==> config.mk <==
export PLATFORM = sky130hd
export DESIGN_NAME = tlik_scale_cell
export DESIGN_NICKNAME = d
export VERILOG_FILES = /design/src/tlik_pkg.sv /design/src/tlik_scale_cell.sv
export SDC_FILE = /design/constraint.sdc
export NUM_CORES = 1
export LEC_CHECK = 0
export BUFFER_PORTS_ARGS = -buffer_cell sky130_fd_sc_hd__buf_2
export CORE_MARGIN = 2
export CORE_UTILIZATION = 38
export CTS_CLUSTER_SIZE = 30
export DETAILED_ROUTE_END_ITERATION = 8
export HOLD_SLACK_MARGIN = 0.03
export PLACE_DENSITY = 0.69
export SYNTH_ARGS = -nofsm -noshare
export SYNTH_HDL_FRONTEND = slang
export SYNTH_SLANG_ARGS = --single-unit
==> constraint.sdc <==
create_clock -name clock -period 4.3 [get_ports clock]
set_input_delay 1.075 -clock clock [delete_from_list [all_inputs] [get_ports clock]]
set_output_delay 1.075 -clock clock [all_outputs]
set_load 0.01 [all_outputs]
==> src/tlik_pkg.sv <==
// Shared constants, beat types and tables for the two-link inverse kinematics core.
// Used by every cell module and by the top level; depends on nothing else.
package tlik_pkg;

   // Output angle format and arctangent pipeline length.
   localparam int ANGLE_FRAC_BITS = 13;
   localparam int CORDIC_STAGES   = 16;
   localparam int STEP_W          = $clog2(CORDIC_STAGES);
   localparam int ROUND_SH        = 30 - ANGLE_FRAC_BITS;

   // Datapath widths.
   localparam int SCALE_W     = 33;
   localparam int DEN_W       = 33;
   localparam int CQ_W        = 31;
   localparam int SQRT_STEPS  = 31;
   localparam int SQRT_STEP_W = 5;
   localparam int RAD_W       = 61;
   localparam int CORDIC_W    = 56;
   localparam int ANGLE_W     = 34;

   localparam logic signed [ANGLE_W-1:0] HALF_PI   = 34'sd1686629713;
   localparam logic [CQ_W-1:0]           ONE_Q30   = 31'h4000_0000;
   localparam logic [18:0]               COORD_SAT = 19'h40000;

   // Register reset values.
   localparam logic [15:0] FULL_SCALE_RESET  = 16'd1000;
   localparam logic [15:0] UPPER_LINK_RESET  = 16'd22479;
   localparam logic [15:0] LOWER_LINK_RESET  = 16'd17498;

   typedef enum logic [1:0] {
      REG_FULL_SCALE_X = 2'd0,
      REG_FULL_SCALE_Y = 2'd1,
      REG_UPPER_LINK   = 2'd2,
      REG_LOWER_LINK   = 2'd3
   } reg_index_type;

   // One lane of the scaling divider: remainder and dividend/quotient shift word.
   typedef struct packed {
      logic [15:0]        rem;
      logic [SCALE_W-1:0] nq;
   } scale_lane_type;

   // Beat through the cosine divider.
   typedef struct packed {
      logic [DEN_W:0]     rem2;
      logic [CQ_W-1:0]    quo;
      logic               c_one;
      logic               neg;
      logic               unreach;
      logic [SCALE_W-1:0] xs;
      logic [SCALE_W-1:0] ys;
   } cdiv_beat_type;

   // Beat through the square root.
   typedef struct packed {
      logic [RAD_W-1:0]   v;
      logic [RAD_W-1:0]   res;
      logic signed [31:0] c;
      logic               unreach;
      logic [SCALE_W-1:0] xs;
      logic [SCALE_W-1:0] ys;
   } sqrt_beat_type;

   typedef struct packed {
      logic signed [CORDIC_W-1:0] x;
      logic signed [CORDIC_W-1:0] y;
      logic signed [ANGLE_W-1:0]  z;
   } cordic_lane_type;

   // Beat through the arctangent chain: base, elbow and link-offset vectors.
   typedef struct packed {
      cordic_lane_type base;
      cordic_lane_type elbow;
      cordic_lane_type link;
      logic            unreach;
   } cordic_beat_type;

   // Arctangent of 2^-i in Q2.30.
   function automatic logic [29:0] atan_entry(input logic [4:0] i);
      logic [29:0] a;
      case (i)
         5'd0:  a = 30'h3243F6A8;
         5'd1:  a = 30'h1DAC6705;
         5'd2:  a = 30'h0FADBAFC;
         5'd3:  a = 30'h07F56EA6;
         5'd4:  a = 30'h03FEAB76;
         5'd5:  a = 30'h01FFD55B;
         5'd6:  a = 30'h00FFFAAA;
         5'd7:  a = 30'h007FFF55;
         5'd8:  a = 30'h003FFFEA;
         5'd9:  a = 30'h001FFFFD;
         5'd10: a = 30'h000FFFFF;
         5'd11: a = 30'h0007FFFF;
         5'd12: a = 30'h0003FFFF;
         5'd13: a = 30'h0001FFFF;
         5'd14: a = 30'h0000FFFF;
         5'd15: a = 30'h00007FFF;
         5'd16: a = 30'h00003FFF;
         5'd17: a = 30'h00001FFF;
         5'd18: a = 30'h00000FFF;
         5'd19: a = 30'h000007FF;
         5'd20: a = 30'h000003FF;
         5'd21: a = 30'h000001FF;
         5'd22: a = 30'h000000FF;
         5'd23: a = 30'h0000007F;
         default: a = 30'h0;
      endcase
      return a;
   endfunction

   // Moves a vector with negative x into the right half plane.
   function automatic cordic_lane_type pre_rotate(input logic signed [CORDIC_W-1:0] y,
                                                  input logic signed [CORDIC_W-1:0] x);
      cordic_lane_type l;
      if (x < 0) begin
         if (y >= 0) begin
            l.x = y;
            l.y = -x;
            l.z = HALF_PI;
         end else begin
            l.x = -y;
            l.y = x;
            l.z = -HALF_PI;
         end
      end else begin
         l.x = x;
         l.y = y;
         l.z = '0;
      end
      return l;
   endfunction

endpackage

==> src/tlik_scale_cell.sv <==
// One restoring-division cell of the coordinate scaler, x and y lanes side by side.
// Depends on tlik_pkg for the lane type and widths.
module tlik_scale_cell import tlik_pkg::*; (
   input  logic           clock,
   input  logic           reset,
   input  logic           in_valid,
   input  scale_lane_type in_x,
   input  scale_lane_type in_y,
   input  logic [15:0]    divisor_x,
   input  logic [15:0]    divisor_y,
   output logic           out_valid,
   output scale_lane_type out_x,
   output scale_lane_type out_y
);

   logic           valid_ff, valid_in;
   scale_lane_type x_ff, x_in, y_ff, y_in;

   // Bring down one dividend bit, subtract when it fits, shift in the quotient bit.
   function automatic scale_lane_type div_step(input scale_lane_type l, input logic [15:0] d);
      logic [16:0]    t;
      logic           ge;
      scale_lane_type n;
      t     = {l.rem, l.nq[SCALE_W-1]};
      ge    = t >= {1'b0, d};
      n.rem = ge ? 16'(t - {1'b0, d}) : t[15:0];
      n.nq  = {l.nq[SCALE_W-2:0], ge};
      return n;
   endfunction

   always_comb begin
      valid_in = in_valid;
      x_in     = div_step(in_x, divisor_x);
      y_in     = div_step(in_y, divisor_y);
   end

   always_ff @(posedge clock) begin
      if (reset) begin
         valid_ff <= 1'b0;
      end else begin
         valid_ff <= valid_in;
      end
      x_ff <= x_in;
      y_ff <= y_in;
   end

   assign out_valid = valid_ff;
   assign out_x     = x_ff;
   assign out_y     = y_ff;

endmodule

==> results.md, run 1 <==
* First-pass GRT wire length at 17900 um
* CTS Buf Count at 9
* Cts hold-fix bufs at 0
* Pin count of the biggest net entering global routing at 19
* Grt met2 use at 0.320
* Setup violators final at 0
* Worst path cell trace: buf_2, inv_1, ha_1, fa_1, nor2b_1, o2111ai_1, a31oi_1, o21ai_0, a2111oi_0, mux2_4
* Max Root-Sink Buffers at 2
* Initial antenna violation count at 0
* Post-CTS sizing at 0
* Starting Density at 0.385
* P&R area growth vs syn at 35.6%
* H-tree Lvls at 3
* MaxCap Viol Count at 0
* Synth top area share at 0.455
* Unrepaired setup endpoints after global routing: no
* Crit path required time at 4.59 ns
* DRC viols at 0
* Met3 usage at 0.0416
* Vias in the first global route at 3776
* Crit-path max FO at 5
* Post-CTS Setup Bufs at 0
* Setup Crit Path Kind: primary input to flop
* TNS Setup at 0 ns
* Ratio of cells with drive above 1 in the final layout at 0.423
* # rows at 39
* Gr busiest metal: met2
* Post-Route WL at 11500 um
* Dpl hpwl at 9280 um
* Slew @ Worst Pin at 0.544 ns
* Layout filler cell count at 1044
* Diode count at 0
* Hold crit path type: primary input to flop
* Core area at 11300 sq um
* Syn Inst Count at 420
* Drt pass-1 iters at 6
* Number of synthesized flops with an enable pin at 0
* Relative slew slack at 0.634
* Crit share post-route at 0.720
* Die Wd at 111 um
* Port buffer count at 231
* CTS sink cnt at 99
* Pwr Total at 2.43 mW
* CP arrival at 3.39 ns
* Mapped Area at 4360 sq um
* Synth Net Count at 587
* Routed length per instance at 14.3 um
* DIE AREA at 12300 sq um
* Antenna-violating nets left at 0
* Max Slew Vio Count at 0
* Die Y at 111 um
* Ranking of synthesized cells by area: dfxtp_1, ha_1, inv_1
* Yosys top cell by area: dfxtp_1
* Root buf cell: clkbuf_16
* Ys Warns at 0
* Critical path's slowest cell: a2111oi_0
* TritonCTS clock tree: done
* GR Layer Usage met1 at 0.209
* Fmax at 323 MHz
* Status: finished, final reports clean
* Maximum VDD drop at 0.348 mV
* Sequential share of the synthesized area at 0.455
* Via density at 4.87
* Finished Core Util at 0.522
* Total gr overflow at 0
* Vias at 3892
* Commonest register cell after synthesis: dfxtp_1
* FFs w/ async S/R, synth at 0
* Max incr delay on CP at 0.44 ns
* Leakage power at 3.02 nW
* Reg clk slew, reported paths at 0.07 ns
* Setup crit start kind: primary input
* Nets@finish at 819
* Min cycle time layout at 3.10 ns
* Synthesized area per cell at 10.4 sq um
* Io pins at 232
* Power per cell area at 411 nW/um^2
* Netlist cell types at 60
* Flop and latch count out of synthesis at 99
* Global Route Usage Sum at 0.180
* Iter 0 DRT Violations at 143
* Hold Fails Final Rpt at 0
* Critical path capture point type: flop
* GP Congestion at 0.880
state kept, by name, summed over array words and instances, names as in the netlist:
signal,flops
out_x,49
out_y,49
out_valid,1
per-stage QoR:
stage	instance area, sq um	std cells	setup WS, ns	hold slack (ns)
2_1_floorplan	4360	420	1.30	1.10
3_3_place_gp	5610	784	0.891	1.18
3_5_place_dp	5610	784	0.887	1.18
4_1_cts	5910	800	1.23	0.806
5_1_grt	5910	800	1.01	0.808
6_report	5910	800	1.20	0.822
cell usage in the layout, fill, tap and decap left out, drive strengths merged, types with 6 or more instances in the layout:
cell type and count:
nor2 20, a31oi 6, mux2 21, ha 32, xnor2 14, buf 231, nor3 9, o21a 9
o211ai 10, a21oi 21, o21ai 11, inv 48, mux2i 8, a21o 10, clkbuf 10, dfxtp 99
nor2b 8, nand2 15, nand3 14
final cells by class:
class | instances | area [sq um] | area share
clock buffer | 10 | 239 | 0.0404
clock inverter | 6 | 60.1 | 0.0102
inverter | 46 | 175 | 0.0296
multi-input combinational | 265 | 2120 | 0.359
sequential | 99 | 1980 | 0.335
tap | 143 | 179 | 0.0303
timing repair buffer | 231 | 1160 | 0.196
metal layers:
layer | wire, um | share of wire | vias to the layer above
met3 | 786 | 0.069 | 15
li1 | - | - | 1938
met5 | 0 | 0 | -
met4 | 237 | 0.021 | 0
met1 | 4680 | 0.41 | 1780
met2 | 5750 | 0.50 | 159
synth_stat cells (all sizes together) (2+ instances only):
cell,number
o211ai,10
nor2b,8
o21ba,2
fa,2
o22ai,2
inv,46
clkbuf,2
and3,2
nor3,9
a31o,2
buf,8
dfxtp,99
nand4b,2
a21oi,21
mux2i,8
nand2,15
a211oi,3
nand2b,5
a211o,3
o221ai,2
and2,3
ha,32
o21bai,3
a2111oi,2
a21boi,3
nor2,20
xnor2,14
a31oi,6
o31a,2
mux2,21
o31ai,5
o21a,9
nand3,14
o21ai,11
a21o,10
xor2,3
cells by family after synthesis:
family	count (synthesis)	synth area share
flops	99	0.455
fa+ha+maj	34	0.101
xor+xnor	17	0.0341
buf+inv	56	0.0594
simple gates	84	0.0993
mux	29	0.0812
compound gates	101	0.170
power breakdown:
group	internal [mW]	switching [mW]
Clock	0.420	0.373
Combinational	0.285	0.308
Sequential	1.02	0.0248
worst max-delay path, delay by kind of cell:
kind,cells,cell delay [ns]
AO/OA/AOI/OAI,4,1.15
adder cells (fa/ha/maj),2,0.66
multiplexers,1,0.22
AND/OR/NAND/NOR,1,0.17
buffers and inverters,2,0.12
final timing paths:
path / from / to / slack [ns] / cells after the start
worst max-delay path: in_y[32] / out_y[45]$_DFF_P_ / 1.20 / 10
worst min-delay path: in_y[3] / out_y[4]$_DFF_P_ / 0.82 / 1
(Power assumes the default switching activity.)
==> run 2, diff against run 1 <==
- clock period: 4.3 -> 3.1 ns (I/O delays scaled with it)
==> run 2 against run 1 <==
Against the previous run: worst hold slack worse by 0.30 ns; die area unchanged; first-iteration DRC count down 2.1%; design area up 1.9%; global-route usage up 0.91 points; count of clock-buffer cells in the layout down 1; sequential power up 38%; critical endpoint unchanged; sequential share of layout area down 0.64 points; via count up 2.5%; flip-flop and latch count unchanged.
==> results.md, run 2 (synthesis gave the netlist of run 1 again) <==
* Die Y at 111 um (unchanged)
* Hold crit path type: primary input to flop
* Relative slew slack at 0.633 (-0.000960)
* Antenna-violating nets left at 0 (unchanged)
* Hold endpoint: out_y[4]$_DFF_P_
* Setup crit start kind: primary input
* Initial antenna violation count at 0 (unchanged)
* Reg area at 1980 sq um (unchanged)
* Reg clk slew, reported paths at 0.08 ns (about the same)
* Min cycle time layout at 2.81 ns
* Starting Density at 0.385 (unchanged)
* CTS sink cnt at 99 (unchanged)
* Area of the multi-input gates at 2120 sq um (unchanged)
* DRC viols at 0 (unchanged)
* Routed length per instance at 14.5 um (+1.3%)
* MaxCap Viol Count at 0 (unchanged)
* Diode count at 0 (unchanged)
* P&R area growth vs syn at 38.2%
* GP Congestion at 0.898 (+2.0%)
* Post-CTS sizing at 0 (unchanged)
* Worst Hold Slack at 0.524 ns (-0.298 ns)
* Vias at 3988 (+2.5%)
* Via density at 4.91 (+0.83%)
* # rows at 39 (unchanged)
* Root buf cell: clkbuf_16
* Max Root-Sink Buffers at 2 (unchanged)
* Total gr overflow at 0 (unchanged)
* Crit-path max FO at 2 (-3)
* Nets@finish at 832 (+1.6%)
* Pin count of the biggest net entering global routing at 20 (+1)
* Global Route Usage Sum at 0.189 (+0.00909)
* Cts hold-fix bufs at 0 (unchanged)
* Ratio of cells with drive above 1 in the final layout at 0.434 (+0.0112)
* Io pins at 232 (unchanged)
* Maximum VDD drop at 0.424 mV (+22%)
* Post-CTS Setup Bufs at 0 (unchanged)
* Iter 0 DRT Violations at 140 (-2.1%)
* Hold Fails Final Rpt at 0 (unchanged)
* Commonest non-fill, non-tap cell in the layout: buf_2
* TritonCTS clock tree: done
* Vias in the first global route at 4034 (+6.8%)
* CP arrival at 3.09 ns (-0.30 ns)
* Die Wd at 111 um (unchanged)
* Most frequent cells in the layout: buf_2, dfxtp_1, inv_1
* Setup Crit Path Kind: primary input to flop
* First-pass GRT wire length at 19100 um (+6.6%)
* Layout filler cell count at 1034 (-0.96%)
* Max Slew Vio Count at 0 (unchanged)
* CTS Buf Count at 9 (unchanged)
* Setup violators final at 0 (unchanged)
* Post-Route WL at 11800 um (+3.0%)
* Port buffer count at 231 (unchanged)
* Crit share post-route at 0.906
* Core area at 11300 sq um (unchanged)
* Leakage power at 3.09 nW (+2.5%)
* Status: finished, final reports clean
* Drt pass-1 iters at 6 (unchanged)
* Pwr Total at 3.47 mW (+43%)
* H-tree Lvls at 3 (unchanged)
* DIE AREA at 12300 sq um (unchanged)
* Critical path capture point type: flop
* Fmax at 356 MHz
* Unrepaired setup endpoints after global routing: no
* Power per cell area at 576 nW/um^2 (+40%)
* Crit path required time at 3.39 ns (-1.20 ns)
* Dpl hpwl at 9510 um (+2.5%)
* Hold Startpoint: in_y[3]
* WHS Path Cells at 1 (unchanged)
* Slew @ Worst Pin at 0.537 ns (-0.00670 ns)
[run 2: metal layers]
metal | track usage | vias to the layer above | part of all wire
met5 | 0 | - | 0
met4 | 0.0733 | 0 | 0.021
met3 | 0.0514 | 20 | 0.077
met2 | 0.330 | 183 | 0.49
met1 | 0.222 | 1822 | 0.41
li1 | - | 1963 | -
[run 2: worst max-delay path by stage]
stage                     slack (ns)                end  depth (start not counted)    startpoint
after CTS                       0.33  out_y[45]$_DFF_P_                         10      in_y[32]
after detailed placement      -0.009  out_y[45]$_DFF_P_                         10      in_y[32]
after floorplan                 0.40  out_y[43]$_DFF_P_                         10  divisor_y[4]
after global placement          0.02  out_y[45]$_DFF_P_                         10      in_y[32]
final                           0.29  out_y[45]$_DFF_P_                         10      in_y[32]
after global routing            0.19  out_y[45]$_DFF_P_                         10      in_y[32]
[run 2: report_power, final]
| group | internal (mW) | total (mW) | switching [mW] | leakage (nW) |
|---|---|---|---|---|
| Sequential | 1.41 | 1.44 | 0.0350 | 0.835 |
| Combinational | 0.412 | 0.849 | 0.437 | 2.11 |
| Clock | 0.647 | 1.18 | 0.529 | 0.152 |
[run 2: cell type report]
cell class,instances,share of cell area
timing repair buffer,244,0.208
tap,143,0.0297
multi-input combinational,265,0.352
inverter,46,0.0291
sequential,99,0.329
clock buffer,9,0.0374
clock inverter,7,0.0152
[run 2: metrics by stage]
stage                     TNS [ns]  instance area [sq um]   util  setup slack [ns]  instances
final                            0                   6030  0.532             0.291        813
after detailed placement  -0.00913                   5710  0.504          -0.00913        797
after floorplan                  0                   4360      -             0.404        420
after CTS                        0                   6030  0.532             0.328        813
after global routing             0                   6030  0.532             0.193        813
after global placement           0                   5710  0.504            0.0211        797
[run 2: critical path, stage by stage]
cell and delay [ns]:
buf_2 0.07, inv_1 0.06, ha_1 0.23, fa_1 0.42
nor2b_1 0.18, o2111ai_1 0.21, a31oi_1 0.28, o21ai_0 0.11
a2111oi_0 0.52, mux2_4 0.24
==> run 3, diff against run 2 <==
- clock period: 3.1 -> 2.9 ns (I/O delays scaled with it)
==> run 3 against run 2 <==
Against the previous run: cell count up 1.1%; critical path depth stayed put; sequential share of layout area down 0.36 points; critical path type unchanged; non-clock buffer count grew 9; flip-flop and latch count did not move; sequential power rose by 8%.
==> results.md, run 3 (synthesis gave the netlist of run 1 again) <==
* Status: finished, final reports clean
* Pin count of the biggest net entering global routing at 21 (+5.0%)
* H-tree Lvls at 3 (unchanged)
* Via density at 4.80 (-2.1%)
* Leakage power at 3.13 nW (+1.3%)
* Max incr delay on CP at 0.51 ns (about the same)
* Ratio of cells with drive above 1 in the final layout at 0.442 (+0.00750)
* Delay-heaviest family, CP: compound AO/OA/AOI/OAI gates
* Io pins at 232 (unchanged)
* Commonest non-fill, non-tap cell in the layout: buf_2
* Most frequent cells in the layout: buf_2, dfxtp_1, inv_1
* Port buffer count at 231 (unchanged)
* Power per cell area at 599 nW/um^2 (+4.1%)
* Routed length per instance at 14.1 um (-2.5%)
* Drt pass-1 iters at 4 (-2)
* P&R area growth vs syn at 39.7%
* Hold crit path type: primary input to flop
* Setup violators final at 0 (unchanged)
* Die Wd at 111 um (unchanged)
* Worst path cell trace: buf_2, inv_1, ha_1, fa_1, nor2b_1, o2111ai_1, a31oi_1, o21ai_0, a2111oi_0, mux2_4
* Setup crit start kind: primary input
* Critical path's slowest cell: a2111oi_0
* Total gr overflow at 0 (unchanged)
* Fmax at 370 MHz
* Diode count at 0 (unchanged)
* Post-CTS sizing at 0 (unchanged)
* First-pass GRT wire length at 18600 um (-2.6%)
* Reg clk slew, reported paths at 0.08 ns (about the same)
* GP Congestion at 0.911 (+1.4%)
* Antenna-violating nets left at 0 (unchanged)
* MaxCap Viol Count at 0 (unchanged)
* Starting Density at 0.385 (unchanged)
* Crit-path max FO at 2 (unchanged)
* Post-CTS Setup Bufs at 0 (unchanged)
* Hold Startpoint: in_y[30]
* DRC viols at 0 (unchanged)
* Dpl hpwl at 9590 um (+0.82%)
* Root buf cell: clkbuf_16
* Relative slew slack at 0.639 (+0.00586)
* # rows at 39 (unchanged)
* Critical path capture point type: flop
* Initial antenna violation count at 0 (unchanged)
* Vias at 3947 (-1.0%)
* Hold endpoint: out_y[31]$_DFF_P_
* Die Y at 111 um (unchanged)
* CP arrival at 2.99 ns (-0.10 ns)
* CTS Buf Count at 9 (unchanged)
* Pwr Total at 3.65 mW (+5.3%)
* Max Root-Sink Buffers at 2 (unchanged)
* Finished Core Util at 0.538 (+0.00586)
* Vias in the first global route at 3961 (-1.8%)
* Unrepaired setup endpoints after global routing: no
* WHS Path Cells at 1 (unchanged)
* CTS sink cnt at 99 (unchanged)
* Slew @ Worst Pin at 0.528 ns (-0.00857 ns)
* Post-Route WL at 11600 um (-1.5%)
* Hold Fails Final Rpt at 0 (unchanged)
* DIE AREA at 12300 sq um (unchanged)
* Core area at 11300 sq um (unchanged)
* Crit path required time at 3.19 ns (-0.20 ns)
* TritonCTS clock tree: done
* Cts hold-fix bufs at 0 (unchanged)
* Min cycle time layout at 2.70 ns
* CP bufs+invs at 2 (unchanged)
* Iter 0 DRT Violations at 155 (+11%)
* Global Route Usage Sum at 0.186 (-0.00386)
* Crit share post-route at 0.932
* Setup Crit Path Kind: primary input to flop
* Maximum VDD drop at 0.491 mV (+16%)
* Max Slew Vio Count at 0 (unchanged)
* Nets@finish at 841 (+1.1%)
-- run 3: cell types whose count changed in the layout (fill, tap and decap cells not counted) --
cell       change
bufinv_16      -1
clkinv_8       +1
inv_6          -1
buf_4          +8
buf_12         +1
clkinv_4       +1
-- run 3: per-stage QoR --
step	area [sq um]	TNS, ns	worst slack, ns	cells	hold slack [ns]
detailed placement	5790	-0.115	-0.115	806	0.829
finish	6090	0	0.197	822	0.475
floorplan	4360	0	0.254	420	0.753
global placement	5790	-0.111	-0.111	806	0.827
CTS	6090	0	0.223	822	0.457
global route	6090	0	0.0497	822	0.460
-- run 3: cell type report --
class	count	area (sq um)
Clock inverter	7	77.6
Clock buffer	9	225
Sequential cell	99	1980
Multi-Input combinational cell	265	2120
Inverter	46	175
Timing Repair Buffer	253	1330
Tap cell	143	179
Fill cell	1037	5230
-- run 3: worst max path at each step --
stage | from | end | slack, ns | cells after the start
final | in_y[32] | out_y[45]$_DFF_P_ | 0.20 | 10
after global routing | in_y[32] | out_y[45]$_DFF_P_ | 0.05 | 10
after CTS | in_y[32] | out_y[45]$_DFF_P_ | 0.22 | 10
after detailed placement | in_y[32] | out_y[45]$_DFF_P_ | -0.12 | 10
after global placement | in_y[32] | out_y[45]$_DFF_P_ | -0.11 | 10
after floorplan | divisor_y[4] | out_y[43]$_DFF_P_ | 0.25 | 10
-- run 3: power by group --
part	switching [mW]	internal, mW
registers	0.0404	1.51
logic	0.465	0.457
clock network	0.573	0.610
-- run 3: layer usage --
| layer | wire length, um | share of wire | up-vias | global-route usage |
|---|---|---|---|---|
| met4 | 296 | 0.025 | 0 | 0.0831 |
| met3 | 929 | 0.080 | 20 | 0.0416 |
| met2 | 5590 | 0.48 | 189 | 0.316 |
| met5 | 0 | 0 | - | 0 |
| met1 | 4800 | 0.41 | 1750 | 0.224 |
| li1 | - | - | 1988 | - |
